==> src/hdl/pctt_pkg.sv <==
// ----------------------------------------------------------------------------
// pctt_pkg: shared types and constants for the peer timeout table
// Field widths, command/event/status codes and the controller-datapath
// command and status structures.
// ----------------------------------------------------------------------------
package pctt_pkg;

    localparam int MAX_PEERS_DEF = 16;

    localparam int CMD_W        = 2;
    localparam int MAC_W        = 48;
    localparam int EV_W         = 2;
    localparam int TICK_W       = 20;
    localparam int STATUS_W     = 3;
    localparam int IDX_OUT_W    = 4;
    localparam int IN_TDATA_W   = 56;
    localparam int OUT_TDATA_W  = 56;
    localparam int OUT_TUSER_W  = STATUS_W;
    localparam int OUT_PAD_W    = OUT_TDATA_W - MAC_W - IDX_OUT_W;

    localparam logic [TICK_W-1:0] TIMEOUT_RESET = 20'd60000;

    typedef enum logic [CMD_W-1:0] {
        CMD_ADD   = 2'd0,
        CMD_CLEAR = 2'd1,
        CMD_EVENT = 2'd2,
        CMD_TICK  = 2'd3
    } t_cmd;

    typedef enum logic [EV_W-1:0] {
        EV_PRIVATE_ACK  = 2'd0,
        EV_VLAN_ACK     = 2'd1,
        EV_BACKHAUL_ACK = 2'd2,
        EV_DISCONNECT   = 2'd3
    } t_event;

    typedef enum logic [1:0] {
        LS_DISCONNECTED = 2'd0,
        LS_DETECTED     = 2'd1,
        LS_VLAN         = 2'd2,
        LS_CONNECTED    = 2'd3
    } t_link;

    typedef enum logic [STATUS_W-1:0] {
        ST_OK        = 3'd0,
        ST_NOT_FOUND = 3'd1,
        ST_FULL      = 3'd2,
        ST_TIMED_OUT = 3'd3,
        ST_TICK_DONE = 3'd4
    } t_status;

    // table update performed by the datapath
    typedef enum logic [2:0] {
        WR_NONE,
        WR_ADD,
        WR_CLEAR,
        WR_EVENT,
        WR_EXPIRE,
        WR_DEC
    } t_wr_op;

    // kind of result loaded into the output register
    typedef enum logic [2:0] {
        EM_ADD,
        EM_FULL,
        EM_CLEAR,
        EM_EVENT_OK,
        EM_NOT_FOUND,
        EM_TIMEOUT,
        EM_DONE
    } t_emit;

    typedef struct packed {
        logic   load;
        logic   idx_clr;
        logic   idx_inc;
        t_wr_op wr;
        logic   emit_en;
        t_emit  emit;
    } t_dp_cmd;

    typedef struct packed {
        t_cmd command;
        logic full;
        logic hit;
        logic active;
        logic expire;
        logic last_idx;
        logic out_free;
    } t_dp_stat;

endpackage

==> src/hdl/pctt_ctrl.sv <==
// ----------------------------------------------------------------------------
// pctt_ctrl: sequencing controller
// Accepts one item, dispatches on its command and walks the table one slot
// a cycle for events and ticks, stalling whenever the output register is
// occupied and a result is due.
// ----------------------------------------------------------------------------
module pctt_ctrl (
    input  logic              i_clk,
    input  logic              i_rst_n,
    input  logic              i_in_valid,
    output logic              o_in_ready,
    input  pctt_pkg::t_dp_stat i_stat,
    output pctt_pkg::t_dp_cmd  o_cmd
);
    import pctt_pkg::*;

    typedef enum logic [1:0] {
        S_IDLE,
        S_DISPATCH,
        S_SCAN,
        S_FINAL
    } t_state;

    t_state r_state;
    t_state n_state;

    always_comb begin
        n_state         = r_state;
        o_in_ready      = 1'b0;
        o_cmd.load      = 1'b0;
        o_cmd.idx_clr   = 1'b0;
        o_cmd.idx_inc   = 1'b0;
        o_cmd.wr        = WR_NONE;
        o_cmd.emit_en   = 1'b0;
        o_cmd.emit      = EM_DONE;

        case (r_state)
            S_IDLE: begin
                o_in_ready = 1'b1;
                if (i_in_valid) begin
                    o_cmd.load    = 1'b1;
                    o_cmd.idx_clr = 1'b1;
                    n_state       = S_DISPATCH;
                end
            end

            S_DISPATCH: begin
                case (i_stat.command)
                    CMD_ADD: begin
                        if (i_stat.out_free) begin
                            o_cmd.emit_en = 1'b1;
                            if (i_stat.full) begin
                                o_cmd.emit = EM_FULL;
                            end else begin
                                o_cmd.wr   = WR_ADD;
                                o_cmd.emit = EM_ADD;
                            end
                            n_state = S_IDLE;
                        end
                    end
                    CMD_CLEAR: begin
                        if (i_stat.out_free) begin
                            o_cmd.wr      = WR_CLEAR;
                            o_cmd.emit_en = 1'b1;
                            o_cmd.emit    = EM_CLEAR;
                            n_state       = S_IDLE;
                        end
                    end
                    default: n_state = S_SCAN;
                endcase
            end

            S_SCAN: begin
                if (i_stat.command == CMD_EVENT) begin
                    if (i_stat.hit) begin
                        // first match wins: update it and finish
                        if (i_stat.out_free) begin
                            o_cmd.wr      = WR_EVENT;
                            o_cmd.emit_en = 1'b1;
                            o_cmd.emit    = EM_EVENT_OK;
                            n_state       = S_IDLE;
                        end
                    end else if (i_stat.last_idx) begin
                        n_state = S_FINAL;
                    end else begin
                        o_cmd.idx_inc = 1'b1;
                    end
                end else begin
                    if (i_stat.expire) begin
                        // hold on this slot until the timeout result can go out
                        if (i_stat.out_free) begin
                            o_cmd.wr      = WR_EXPIRE;
                            o_cmd.emit_en = 1'b1;
                            o_cmd.emit    = EM_TIMEOUT;
                            if (i_stat.last_idx) begin
                                n_state = S_FINAL;
                            end else begin
                                o_cmd.idx_inc = 1'b1;
                            end
                        end
                    end else begin
                        if (i_stat.active) begin
                            o_cmd.wr = WR_DEC;
                        end
                        if (i_stat.last_idx) begin
                            n_state = S_FINAL;
                        end else begin
                            o_cmd.idx_inc = 1'b1;
                        end
                    end
                end
            end

            S_FINAL: begin
                if (i_stat.out_free) begin
                    o_cmd.emit_en = 1'b1;
                    o_cmd.emit    = (i_stat.command == CMD_EVENT) ? EM_NOT_FOUND : EM_DONE;
                    n_state       = S_IDLE;
                end
            end

            default: n_state = S_IDLE;
        endcase
    end

    always_ff @(posedge i_clk) begin
        if (!i_rst_n) begin
            r_state <= S_IDLE;
        end else begin
            r_state <= n_state;
        end
    end

endmodule

==> src/hdl/pctt_dp.sv <==
// ----------------------------------------------------------------------------
// pctt_dp: peer table datapath
// Holds the timeout register, the captured item, the peer table, the scan
// index and the output register; performs the updates the controller asks for.
// ----------------------------------------------------------------------------
module pctt_dp #(
    parameter int MAX_PEERS = pctt_pkg::MAX_PEERS_DEF
) (
    input  logic                           i_clk,
    input  logic                           i_rst_n,
    input  logic                           i_cfg_wen,
    input  logic [pctt_pkg::TICK_W-1:0]    i_cfg_wdata,
    input  logic [pctt_pkg::CMD_W-1:0]     i_command,
    input  logic [pctt_pkg::MAC_W-1:0]     i_mac,
    input  logic [pctt_pkg::EV_W-1:0]      i_event_code,
    input  pctt_pkg::t_dp_cmd              i_cmd,
    output pctt_pkg::t_dp_stat             o_stat,
    input  logic                           i_out_ready,
    output logic                           o_out_valid,
    output logic [pctt_pkg::STATUS_W-1:0]  o_status,
    output logic [pctt_pkg::MAC_W-1:0]     o_peer_mac,
    output logic [pctt_pkg::IDX_OUT_W-1:0] o_entry_index,
    output logic                           o_last
);
    import pctt_pkg::*;

    localparam int IDX_W = (MAX_PEERS > 1) ? $clog2(MAX_PEERS) : 1;
    localparam int CNT_W = $clog2(MAX_PEERS + 1);

    logic [TICK_W-1:0]    r_timeout;
    t_cmd                 r_command;
    logic [MAC_W-1:0]     r_mac;
    t_event               r_event;
    logic [IDX_W-1:0]     r_idx;
    logic [CNT_W-1:0]     r_count;
    logic [MAX_PEERS-1:0] r_valid;
    logic [MAC_W-1:0]     r_addr  [MAX_PEERS];
    t_link                r_link  [MAX_PEERS];
    logic [TICK_W-1:0]    r_ticks [MAX_PEERS];

    logic                 r_out_valid;
    t_status              r_status;
    logic [MAC_W-1:0]     r_peer_mac;
    logic [IDX_OUT_W-1:0] r_entry_index;
    logic                 r_last;

    t_status              n_status;
    logic [MAC_W-1:0]     n_peer_mac;
    logic [IDX_OUT_W-1:0] n_entry_index;
    logic                 n_last;

    logic [MAC_W-1:0]     cur_addr;
    t_link                cur_link;
    logic [TICK_W-1:0]    cur_ticks;
    logic [IDX_W-1:0]     add_slot;
    logic                 cur_active;
    logic                 out_free;

    assign cur_addr   = r_addr[r_idx];
    assign cur_link   = r_link[r_idx];
    assign cur_ticks  = r_ticks[r_idx];
    assign add_slot   = r_count[IDX_W-1:0];
    assign cur_active = r_valid[r_idx] && (cur_link == LS_DETECTED || cur_link == LS_VLAN);
    assign out_free   = !r_out_valid || i_out_ready;

    always_comb begin
        o_stat.command  = r_command;
        o_stat.full     = (r_count == CNT_W'(MAX_PEERS));
        o_stat.hit      = r_valid[r_idx] && (cur_addr == r_mac);
        o_stat.active   = cur_active;
        // countdown of zero or one runs out on this tick
        o_stat.expire   = cur_active && (cur_ticks[TICK_W-1:1] == '0);
        o_stat.last_idx = (r_idx == IDX_W'(MAX_PEERS - 1));
        o_stat.out_free = out_free;
    end

    // result formation
    always_comb begin
        n_status      = ST_TICK_DONE;
        n_peer_mac    = '0;
        n_entry_index = '0;
        n_last        = 1'b1;
        case (i_cmd.emit)
            EM_ADD: begin
                n_status      = ST_OK;
                n_peer_mac    = r_mac;
                n_entry_index = IDX_OUT_W'(add_slot);
            end
            EM_FULL: begin
                n_status   = ST_FULL;
                n_peer_mac = r_mac;
            end
            EM_CLEAR: begin
                n_status = ST_OK;
            end
            EM_EVENT_OK: begin
                n_status      = ST_OK;
                n_peer_mac    = r_mac;
                n_entry_index = IDX_OUT_W'(r_idx);
            end
            EM_NOT_FOUND: begin
                n_status   = ST_NOT_FOUND;
                n_peer_mac = r_mac;
            end
            EM_TIMEOUT: begin
                n_status      = ST_TIMED_OUT;
                n_peer_mac    = cur_addr;
                n_entry_index = IDX_OUT_W'(r_idx);
                n_last        = 1'b0;
            end
            default: begin
                n_status = ST_TICK_DONE;
            end
        endcase
    end

    // control state
    always_ff @(posedge i_clk) begin
        if (!i_rst_n) begin
            r_timeout   <= TIMEOUT_RESET;
            r_idx       <= '0;
            r_count     <= '0;
            r_valid     <= '0;
            r_out_valid <= 1'b0;
        end else begin
            if (i_cfg_wen) begin
                r_timeout <= i_cfg_wdata;
            end
            if (i_cmd.idx_clr) begin
                r_idx <= '0;
            end else if (i_cmd.idx_inc) begin
                r_idx <= r_idx + 1'b1;
            end
            case (i_cmd.wr)
                WR_ADD: begin
                    r_valid[add_slot] <= 1'b1;
                    r_count           <= r_count + 1'b1;
                end
                WR_CLEAR: begin
                    r_valid <= '0;
                    r_count <= '0;
                end
                default: ;
            endcase
            if (i_cmd.emit_en) begin
                r_out_valid <= 1'b1;
            end else if (i_out_ready) begin
                r_out_valid <= 1'b0;
            end
        end
    end

    // payload: captured item, table contents, output fields
    always_ff @(posedge i_clk) begin
        if (i_cmd.load) begin
            r_command <= t_cmd'(i_command);
            r_mac     <= i_mac;
            r_event   <= t_event'(i_event_code);
        end
        case (i_cmd.wr)
            WR_ADD: begin
                r_addr[add_slot]  <= r_mac;
                r_link[add_slot]  <= LS_DISCONNECTED;
                r_ticks[add_slot] <= '0;
            end
            WR_EVENT: begin
                case (r_event)
                    EV_PRIVATE_ACK: begin
                        r_link[r_idx]  <= LS_DETECTED;
                        r_ticks[r_idx] <= r_timeout;
                    end
                    EV_VLAN_ACK: begin
                        r_link[r_idx]  <= LS_VLAN;
                        r_ticks[r_idx] <= r_timeout;
                    end
                    EV_BACKHAUL_ACK: begin
                        r_link[r_idx]  <= LS_CONNECTED;
                        r_ticks[r_idx] <= '0;
                    end
                    default: begin
                        r_link[r_idx]  <= LS_DISCONNECTED;
                        r_ticks[r_idx] <= '0;
                    end
                endcase
            end
            WR_EXPIRE: begin
                r_link[r_idx]  <= LS_DISCONNECTED;
                r_ticks[r_idx] <= '0;
            end
            WR_DEC: begin
                r_ticks[r_idx] <= cur_ticks - 1'b1;
            end
            default: ;
        endcase
        if (i_cmd.emit_en) begin
            r_status      <= n_status;
            r_peer_mac    <= n_peer_mac;
            r_entry_index <= n_entry_index;
            r_last        <= n_last;
        end
    end

    assign o_out_valid   = r_out_valid;
    assign o_status      = r_status;
    assign o_peer_mac    = r_peer_mac;
    assign o_entry_index = r_entry_index;
    assign o_last        = r_last;

endmodule

==> src/hdl/peer_connection_timeout_table.sv <==
// ----------------------------------------------------------------------------
// peer_connection_timeout_table: peer link-state table with tick timeouts
// Peers keyed by MAC, each with a four-state link machine and a millisecond
// countdown; add, clear, event and tick commands.
//
//   channel   direction  handshake             contents
//   s_axis    in         tvalid/tready         tuser command, tdata mac+event
//   m_axis    out        tvalid/tready/tlast   tuser status, tdata mac+slot
//   cfg       in         i_cfg_wen             timeout_ticks
//
// Add and clear finish in the dispatch state; an event walks the table one
// slot per cycle, save for output stalls, to its first match; a tick walks all.
// Input is taken only between items; the output register lets the next
// item in while the last result waits. A stalled output holds the walk on
// the slot that has a result to give. Reset empties the table and loads
// the timeout with 60000.
// ----------------------------------------------------------------------------
module peer_connection_timeout_table #(
    parameter int MAX_PEERS = pctt_pkg::MAX_PEERS_DEF
) (
    input  logic                             i_clk,
    input  logic                             i_rst_n,
    input  logic                             i_cfg_wen,
    input  logic [pctt_pkg::TICK_W-1:0]      i_cfg_wdata,
    input  logic                             s_axis_tvalid,
    output logic                             s_axis_tready,
    // [47:0] mac, [49:48] event_code, [55:50] zero
    input  logic [pctt_pkg::IN_TDATA_W-1:0]  s_axis_tdata,
    // [1:0] command
    input  logic [pctt_pkg::CMD_W-1:0]       s_axis_tuser,
    output logic                             m_axis_tvalid,
    input  logic                             m_axis_tready,
    // [47:0] peer_mac, [51:48] entry_index, [55:52] zero
    output logic [pctt_pkg::OUT_TDATA_W-1:0] m_axis_tdata,
    // [2:0] status
    output logic [pctt_pkg::OUT_TUSER_W-1:0] m_axis_tuser,
    output logic                             m_axis_tlast
);
    import pctt_pkg::*;

    t_dp_cmd              dp_cmd;
    t_dp_stat             dp_stat;
    logic [STATUS_W-1:0]  out_status;
    logic [MAC_W-1:0]     out_mac;
    logic [IDX_OUT_W-1:0] out_index;

    pctt_ctrl u_ctrl (
        .i_clk      (i_clk),
        .i_rst_n    (i_rst_n),
        .i_in_valid (s_axis_tvalid),
        .o_in_ready (s_axis_tready),
        .i_stat     (dp_stat),
        .o_cmd      (dp_cmd)
    );

    pctt_dp #(
        .MAX_PEERS (MAX_PEERS)
    ) u_dp (
        .i_clk         (i_clk),
        .i_rst_n       (i_rst_n),
        .i_cfg_wen     (i_cfg_wen),
        .i_cfg_wdata   (i_cfg_wdata),
        .i_command     (s_axis_tuser),
        .i_mac         (s_axis_tdata[MAC_W-1:0]),
        .i_event_code  (s_axis_tdata[MAC_W+EV_W-1:MAC_W]),
        .i_cmd         (dp_cmd),
        .o_stat        (dp_stat),
        .i_out_ready   (m_axis_tready),
        .o_out_valid   (m_axis_tvalid),
        .o_status      (out_status),
        .o_peer_mac    (out_mac),
        .o_entry_index (out_index),
        .o_last        (m_axis_tlast)
    );

    assign m_axis_tdata = {{OUT_PAD_W{1'b0}}, out_index, out_mac};
    assign m_axis_tuser = out_status;

endmodule
==> config.mk <==
export PLATFORM = sky130hd
export DESIGN_NAME = peer_connection_timeout_table
export DESIGN_NICKNAME = d
export VERILOG_FILES = /design/src/hdl/pctt_pkg.sv /design/src/hdl/pctt_ctrl.sv /design/src/hdl/pctt_dp.sv /design/src/hdl/peer_connection_timeout_table.sv
export SDC_FILE = /design/constraint.sdc
export NUM_CORES = 1
export LEC_CHECK = 0
export BUFFER_PORTS_ARGS = -buffer_cell sky130_fd_sc_hd__buf_2
export CAP_MARGIN = 20
export CORE_ASPECT_RATIO = 1.2
export CORE_MARGIN = 2
export CORE_UTILIZATION = 30
export DETAILED_ROUTE_END_ITERATION = 10
export PLACE_DENSITY_LB_ADDON = 0.1
export SYNTH_ARGS = -nofsm -noshare
export SYNTH_HDL_FRONTEND = slang
export SYNTH_SLANG_ARGS = --single-unit
==> constraint.sdc <==
create_clock -name i_clk -period 15.1 [get_ports i_clk]
set_clock_uncertainty 0.2 [all_clocks]
set_input_delay 2.265 -clock i_clk [delete_from_list [all_inputs] [get_ports i_clk]]
set_output_delay 2.265 -clock i_clk [all_outputs]
set_load 0.01 [all_outputs]
Word level (Yosys, flattened, before mapping)
Memory sizes are Yosys's and may differ from the RTL's. A register that Yosys moved wholly into a read port is not among the register bits.
Cells that the tools add are included.
{"block": "totals", "register_bits": 156, "ramBits": 1120, "in_bits": 83, "output_inout_bits": 62, "word_cells": 162, "memories": 3}
{"block": "classes", "add_sub_neg": 3, "order_cmp": 3, "eq_ne": 24, "n_mux": 82, "bitwise_logic": 11, "reduce_logical": 23}
{"memory": "u_dp.r_addr", "words": 16, "width": 48, "rd": 1, "rd_ports_with_merged_regs": 1, "write_ports": 1, "line": "pctt_dp.sv:37", "rtl": "logic [MAC_W-1:0] r_addr [MAX_PEERS];"}
{"memory": "u_dp.r_ticks", "words": 16, "width": 20, "rd": 1, "rd_ports_with_merged_regs": 1, "write_ports": 1, "line": "pctt_dp.sv:39", "rtl": "logic [TICK_W-1:0] r_ticks [MAX_PEERS];"}
{"memory": "u_dp.r_link", "words": 16, "width": 2, "rd": 1, "rd_ports_with_merged_regs": 1, "write_ports": 1, "line": "pctt_dp.sv:38", "rtl": "t_link r_link [MAX_PEERS];"}
{"cell": "$mux W20", "n": 6}
{"cell": "$pmux W48 S2", "n": 1}
{"cell": "$eq A48 B48 Y1", "n": 1}
{"cell": "$mux W4", "n": 11}
{"cell": "$mux W2", "n": 16}
{"cell": "$pmux W16 S2", "n": 1}
{"cell": "$mux W1", "n": 31}
{"cell": "$reduce_or A20 Y1", "n": 1}
{"cell": "$sub A20 B1 Y20 const B", "n": 1}
{"cell": "$logic_not A19 Y1", "n": 1}
{"cell": "$mux W6", "n": 3}
{"cell": "$mux W8", "n": 2}
{"cell": "$or A16 B16 Y16", "n": 1}
{"cell": "$pmux W7 S2", "n": 1}
{"cell": "$eq A3 B2 Y1 const B", "n": 4}
{"cell": "$eq A3 B3 Y1 const B", "n": 4}
{"cell": "$pmux W3 S4", "n": 1}
{"cell": "$pmux W4 S3", "n": 1}
{"cell": "$eq A2 B2 Y1 const B", "n": 5}
{"cell": "$lt A4 B5 Y1 const B", "n": 2}
{"cell": "$pmux W5 S2", "n": 1}
{"cell": "$or A1 B1 Y1", "n": 9}
{"cell": "$eq A2 B1 Y1 const B", "n": 4}
{"cell": "$pmux W2 S4", "n": 1}
{"cell": "25 further kinds", "n": 37}

Longest topological paths before layout
{"block": "depth", "ltp_word": 17, "depth_mapped": 20}

By module
A second synthesis with hierarchy kept.
{"block": "hier_totals", "hier_cells": 2534, "hier_area_um2": 50413.4}
{"module": "pctt_dp", "n_inst": 1, "cells_per_inst": 2465, "area_per_inst_um2": 49919.1, "seq_area_each_um2": 37876.3}
{"module": "pctt_ctrl", "n_inst": 1, "cells_per_inst": 64, "area_per_inst_um2": 460.4, "seq_area_each_um2": 40.0}
{"module": "peer_connection_timeout_table", "n_inst": 1, "cells_per_inst": 5, "area_per_inst_um2": 33.8, "seq_area_each_um2": 0.0}

Worst setup path before layout
No wires, ideal clock.
{"block": "synth_path", "path_type": "register to register", "from": "reg (tool-made name)", "to": "reg u_dp.r_entry_index[0] (netlist: u_dp.o_entry_index[0]) (enable)", "arrival_time_ns": 7.590, "path_slack_ns": 6.756, "stages_incl_launch_ff": 15, "n_path_buf": 5, "cell_sequence": "dfxtp_1 > buf_6 > buf_6 > buf_6 > buf_6 > buf_6 > mux4_2 > a222oi_1 > nand2_1 > xnor2_1 > nor4_1 > nand3_1 > or4_1 > a21o_1 > a211oi_1"}
{"element": "to (signal assigned)", "line": "pctt_dp.sv:198", "rtl": "r_entry_index <= n_entry_index;"}
{"element": "to (decl)", "line": "pctt_dp.sv:44", "rtl": "logic [IDX_OUT_W-1:0] r_entry_index;"}

==> impl_metrics.ini <==
[outcome]
run_status = completed

[placement]
io_buffer_count = 134
dp_hpwl_um = 93000
gp_congestion = 0.789
place_area_um2 = 55400
dp_slack_ns = 6.56

[synth]
netlist_instances = 2787
yosysMostFrequentCell = edfxtp_1
yosys-top-cells-area = edfxtp_1 71%, mux4_2 10%, mux2i_1 3.1%
yosysSeqAreaShare = 0.732
ys_types = 80
ys_warn_count = 0
ys_ff_latch = 1280
synth_commonest_cells = 1,228 x edfxtp_1, 233 x mux4_2, 161 x mux2i_1
avgSynthCellArea_um2 = 18.6
synth.top_cell.area_share = 0.712
synth_edf_count = 1228
syn_area_um2 = 51800
synthArstFlopShare = 0
synth_flop_cell = edfxtp_1
yosysTopAreaCell = edfxtp_1

[global_routing]
grt_max_degree = 96
globalRouteOverflowTotal = 0
grt_usage = 0.181
busiest_layer = met2
grt_pass1_wl_um = 223000
antenna_found_initial = 7
grt.met1_usage = 0.233
groute.layer.met2.usage = 0.312
met3_usage = 0.0274
first_global_vias = 29200

[clock_network]
cts_root_buf = clkbuf_16
cts_tree = done
insertion_delay_ns = 0.80
hold_buffers = 0
post_cts_buffers = 0
cts_max_level = 4
cts.path.max_buffers = 3
post_cts_resized = 0
numCtsBuffers = 144
clk_pin_slew_worst_paths_ns = 0.06
cts_sinks = 1280

[detailed_routing]
drc_errors = 0
drt_wl_total_um = 159000
drtPass1Iterations = 7
num_vias = 27600
drt_iter0_markers = 2158
wl_per_cell_um = 29.4
viasPerCell = 5.11
postRouteAntennaNets = 0

[finish]
layout.nets = 3103
layout-drive-gt1-share = 0.244
design_area_um2 = 60000
postLayoutCoreUtil = 0.349
syn2layout_area_growth_pct = 15.9

[sta]
period_minus_slack_ns = 8.30
worstMarginPinSlew_ns = 1.15
holdWs_ns = 0.269
setup_viol = 0
hold_viol_final = 0
rsz0062_at_grt = false
slew_viol_final = 0
fmax_mhz = 120
relSlewSlack = 0.228
setup_ws_ns = 6.80
timing.final.crit_share = 0.550
tns_ns = 0

[power]
power.share.switching = 0.218
power.share.clock = 0.449
p_leak_nw = 19.0
peakVddDrop_mv = 0.0926
intPower_mw = 5.97
power_frac_seq = 0.523
power_density_nw_per_um2 = 127
p_comb_frac = 0.028
p_switching_mw = 1.67

[setup_path]
required_ns = 15.29
crit_type = register to register
crit_arrival_ns = 8.50
rrSetupSlack_ns = 6.80
start_kind = register
cp_max_fo = 36
endpoint_kind = register

[die]
rows = 167
dieWidth_um = 383
core_um2 = 172000
die_h_um = 459
pin_count = 145
initial_utilization = 0.301
die_area_um2 = 176000

[worst_hold_path]
min_path_type = register to register

[flow_run]
max-cap-violations = 0
-- per-stage QoR --
stage | cells | total power [mW]
after floorplan | 2790 | 4.15
after global routing | 5400 | 7.90
after detailed placement | 5142 | 4.29
after global placement | 5142 | 4.28
after CTS | 5398 | 7.75
final | 5402 | 7.64
-- layout make-up --
cell class                      count  area, um2
Fill cell                       16200     112000
Sequential cell                  1280      37900
Multi-Input combinational cell   1313      13100
Clock buffer                      170       3740
Tap cell                         2281       2850
Timing Repair Buffer              225       1370
Clock inverter                     86        875
Inverter                           45        169
Antenna cell                        2       5.00
-- final timing paths --
kind	start	to	depth (start not counted)
worst max register to register	register	u_dp.r_addr[11][37]	12
worst max-delay path	register	u_dp.r_addr[11][37]	12
worst min register to register	u_dp.r_valid[3]	u_dp.r_valid[3]	2
worst min-delay path	u_dp.r_valid[3]	u_dp.r_valid[3]	2
-- flip-flops by register name (all words and copies together), names as in the netlist, named ones only --
| register | flops |
|---|---|
| u_dp.o_last | 1 |
| u_dp.r_idx | 4 |
| u_dp.r_event | 2 |
| u_dp.o_out_valid | 1 |
| u_dp.r_command | 2 |
| u_dp.o_entry_index | 4 |
| u_dp.o_peer_mac | 48 |
| u_dp.r_mac | 48 |
| u_dp.o_status | 3 |
| u_dp.r_link | 32 |
| u_dp.r_count | 5 |
| u_ctrl.r_state | 2 |
| u_dp.r_valid | 16 |
| u_dp.r_addr | 768 |
| u_dp.r_ticks | 320 |
| u_dp.r_timeout | 20 |
-- cell families (layout without fill, tap and decap cells) --
kind of cell               count (synthesis)  after routing  share of synthesized area
and+or+nand+nor                          411            411                     0.0385
DFF                                     1280           1280                      0.732
AOI/OAI and AO/OA                        368            368                     0.0489
adders and majority gates                 11             11                    0.00266
muxes                                    435            435                      0.141
other                                      1              6                  0.0000724
xor gates and xnor gates                  84             84                     0.0142
buffers and inverters                    197            526                     0.0222
-- per-layer routing --
metal	wire [um]	vias to the layer above
li1	-	11800
met1	67600	14900
met2	80600	720
met3	6660	211
met4	4150	0
met5	0	-
-- power by group through the flow --
| stage | Clock (mW) | Combinational, mW | Sequential (mW) |
|---|---|---|---|
| after floorplan | 0 | 0.110 | 4.04 |
| after global placement | 0 | 0.217 | 4.07 |
| after detailed placement | 0 | 0.217 | 4.07 |
| after CTS | 3.53 | 0.219 | 4.00 |
| after global routing | 3.67 | 0.230 | 4.00 |
| final | 3.43 | 0.216 | 4.00 |
-- critical path, cell delays in order, from the launching register on --
cell and delay (ns):
dfxtp_4 0.86, buf_4 0.65, buf_4 0.55, mux4_2 0.57, a22oi_1 0.22, nand2_1 0.20
nor4_2 0.53, nand4_1 0.51, o31ai_1 0.64, and3_1 0.47, nand3b_1 0.71, nor2_4 0.81
buf_4 0.82
-- placed cells by master, fill, tap and decap left out, types with 20 or more instances in the layout --
cell type,Yosys,routed
edfxtp_1,1228,1228
mux4_2,233,233
mux2i_1,161,161
clkbuf_16,0,146
buf_2,32,134
nor2_1,137,118
nand2_1,111,111
buf_4,36,89
o21ai_0,72,70
a22oi_1,68,68
xnor2_1,66,66
dfxtp_1,52,48
a21oi_1,44,44
inv_1,45,43
mux2_2,40,40
clkinv_1,0,33
nand3_1,31,31
o22ai_1,37,30
clkbuf_1,45,24
o2bb2ai_1,22,22
clkinv_2,0,21
a221oi_1,20,20
Note: power is estimated with default switching activity, not from simulation.
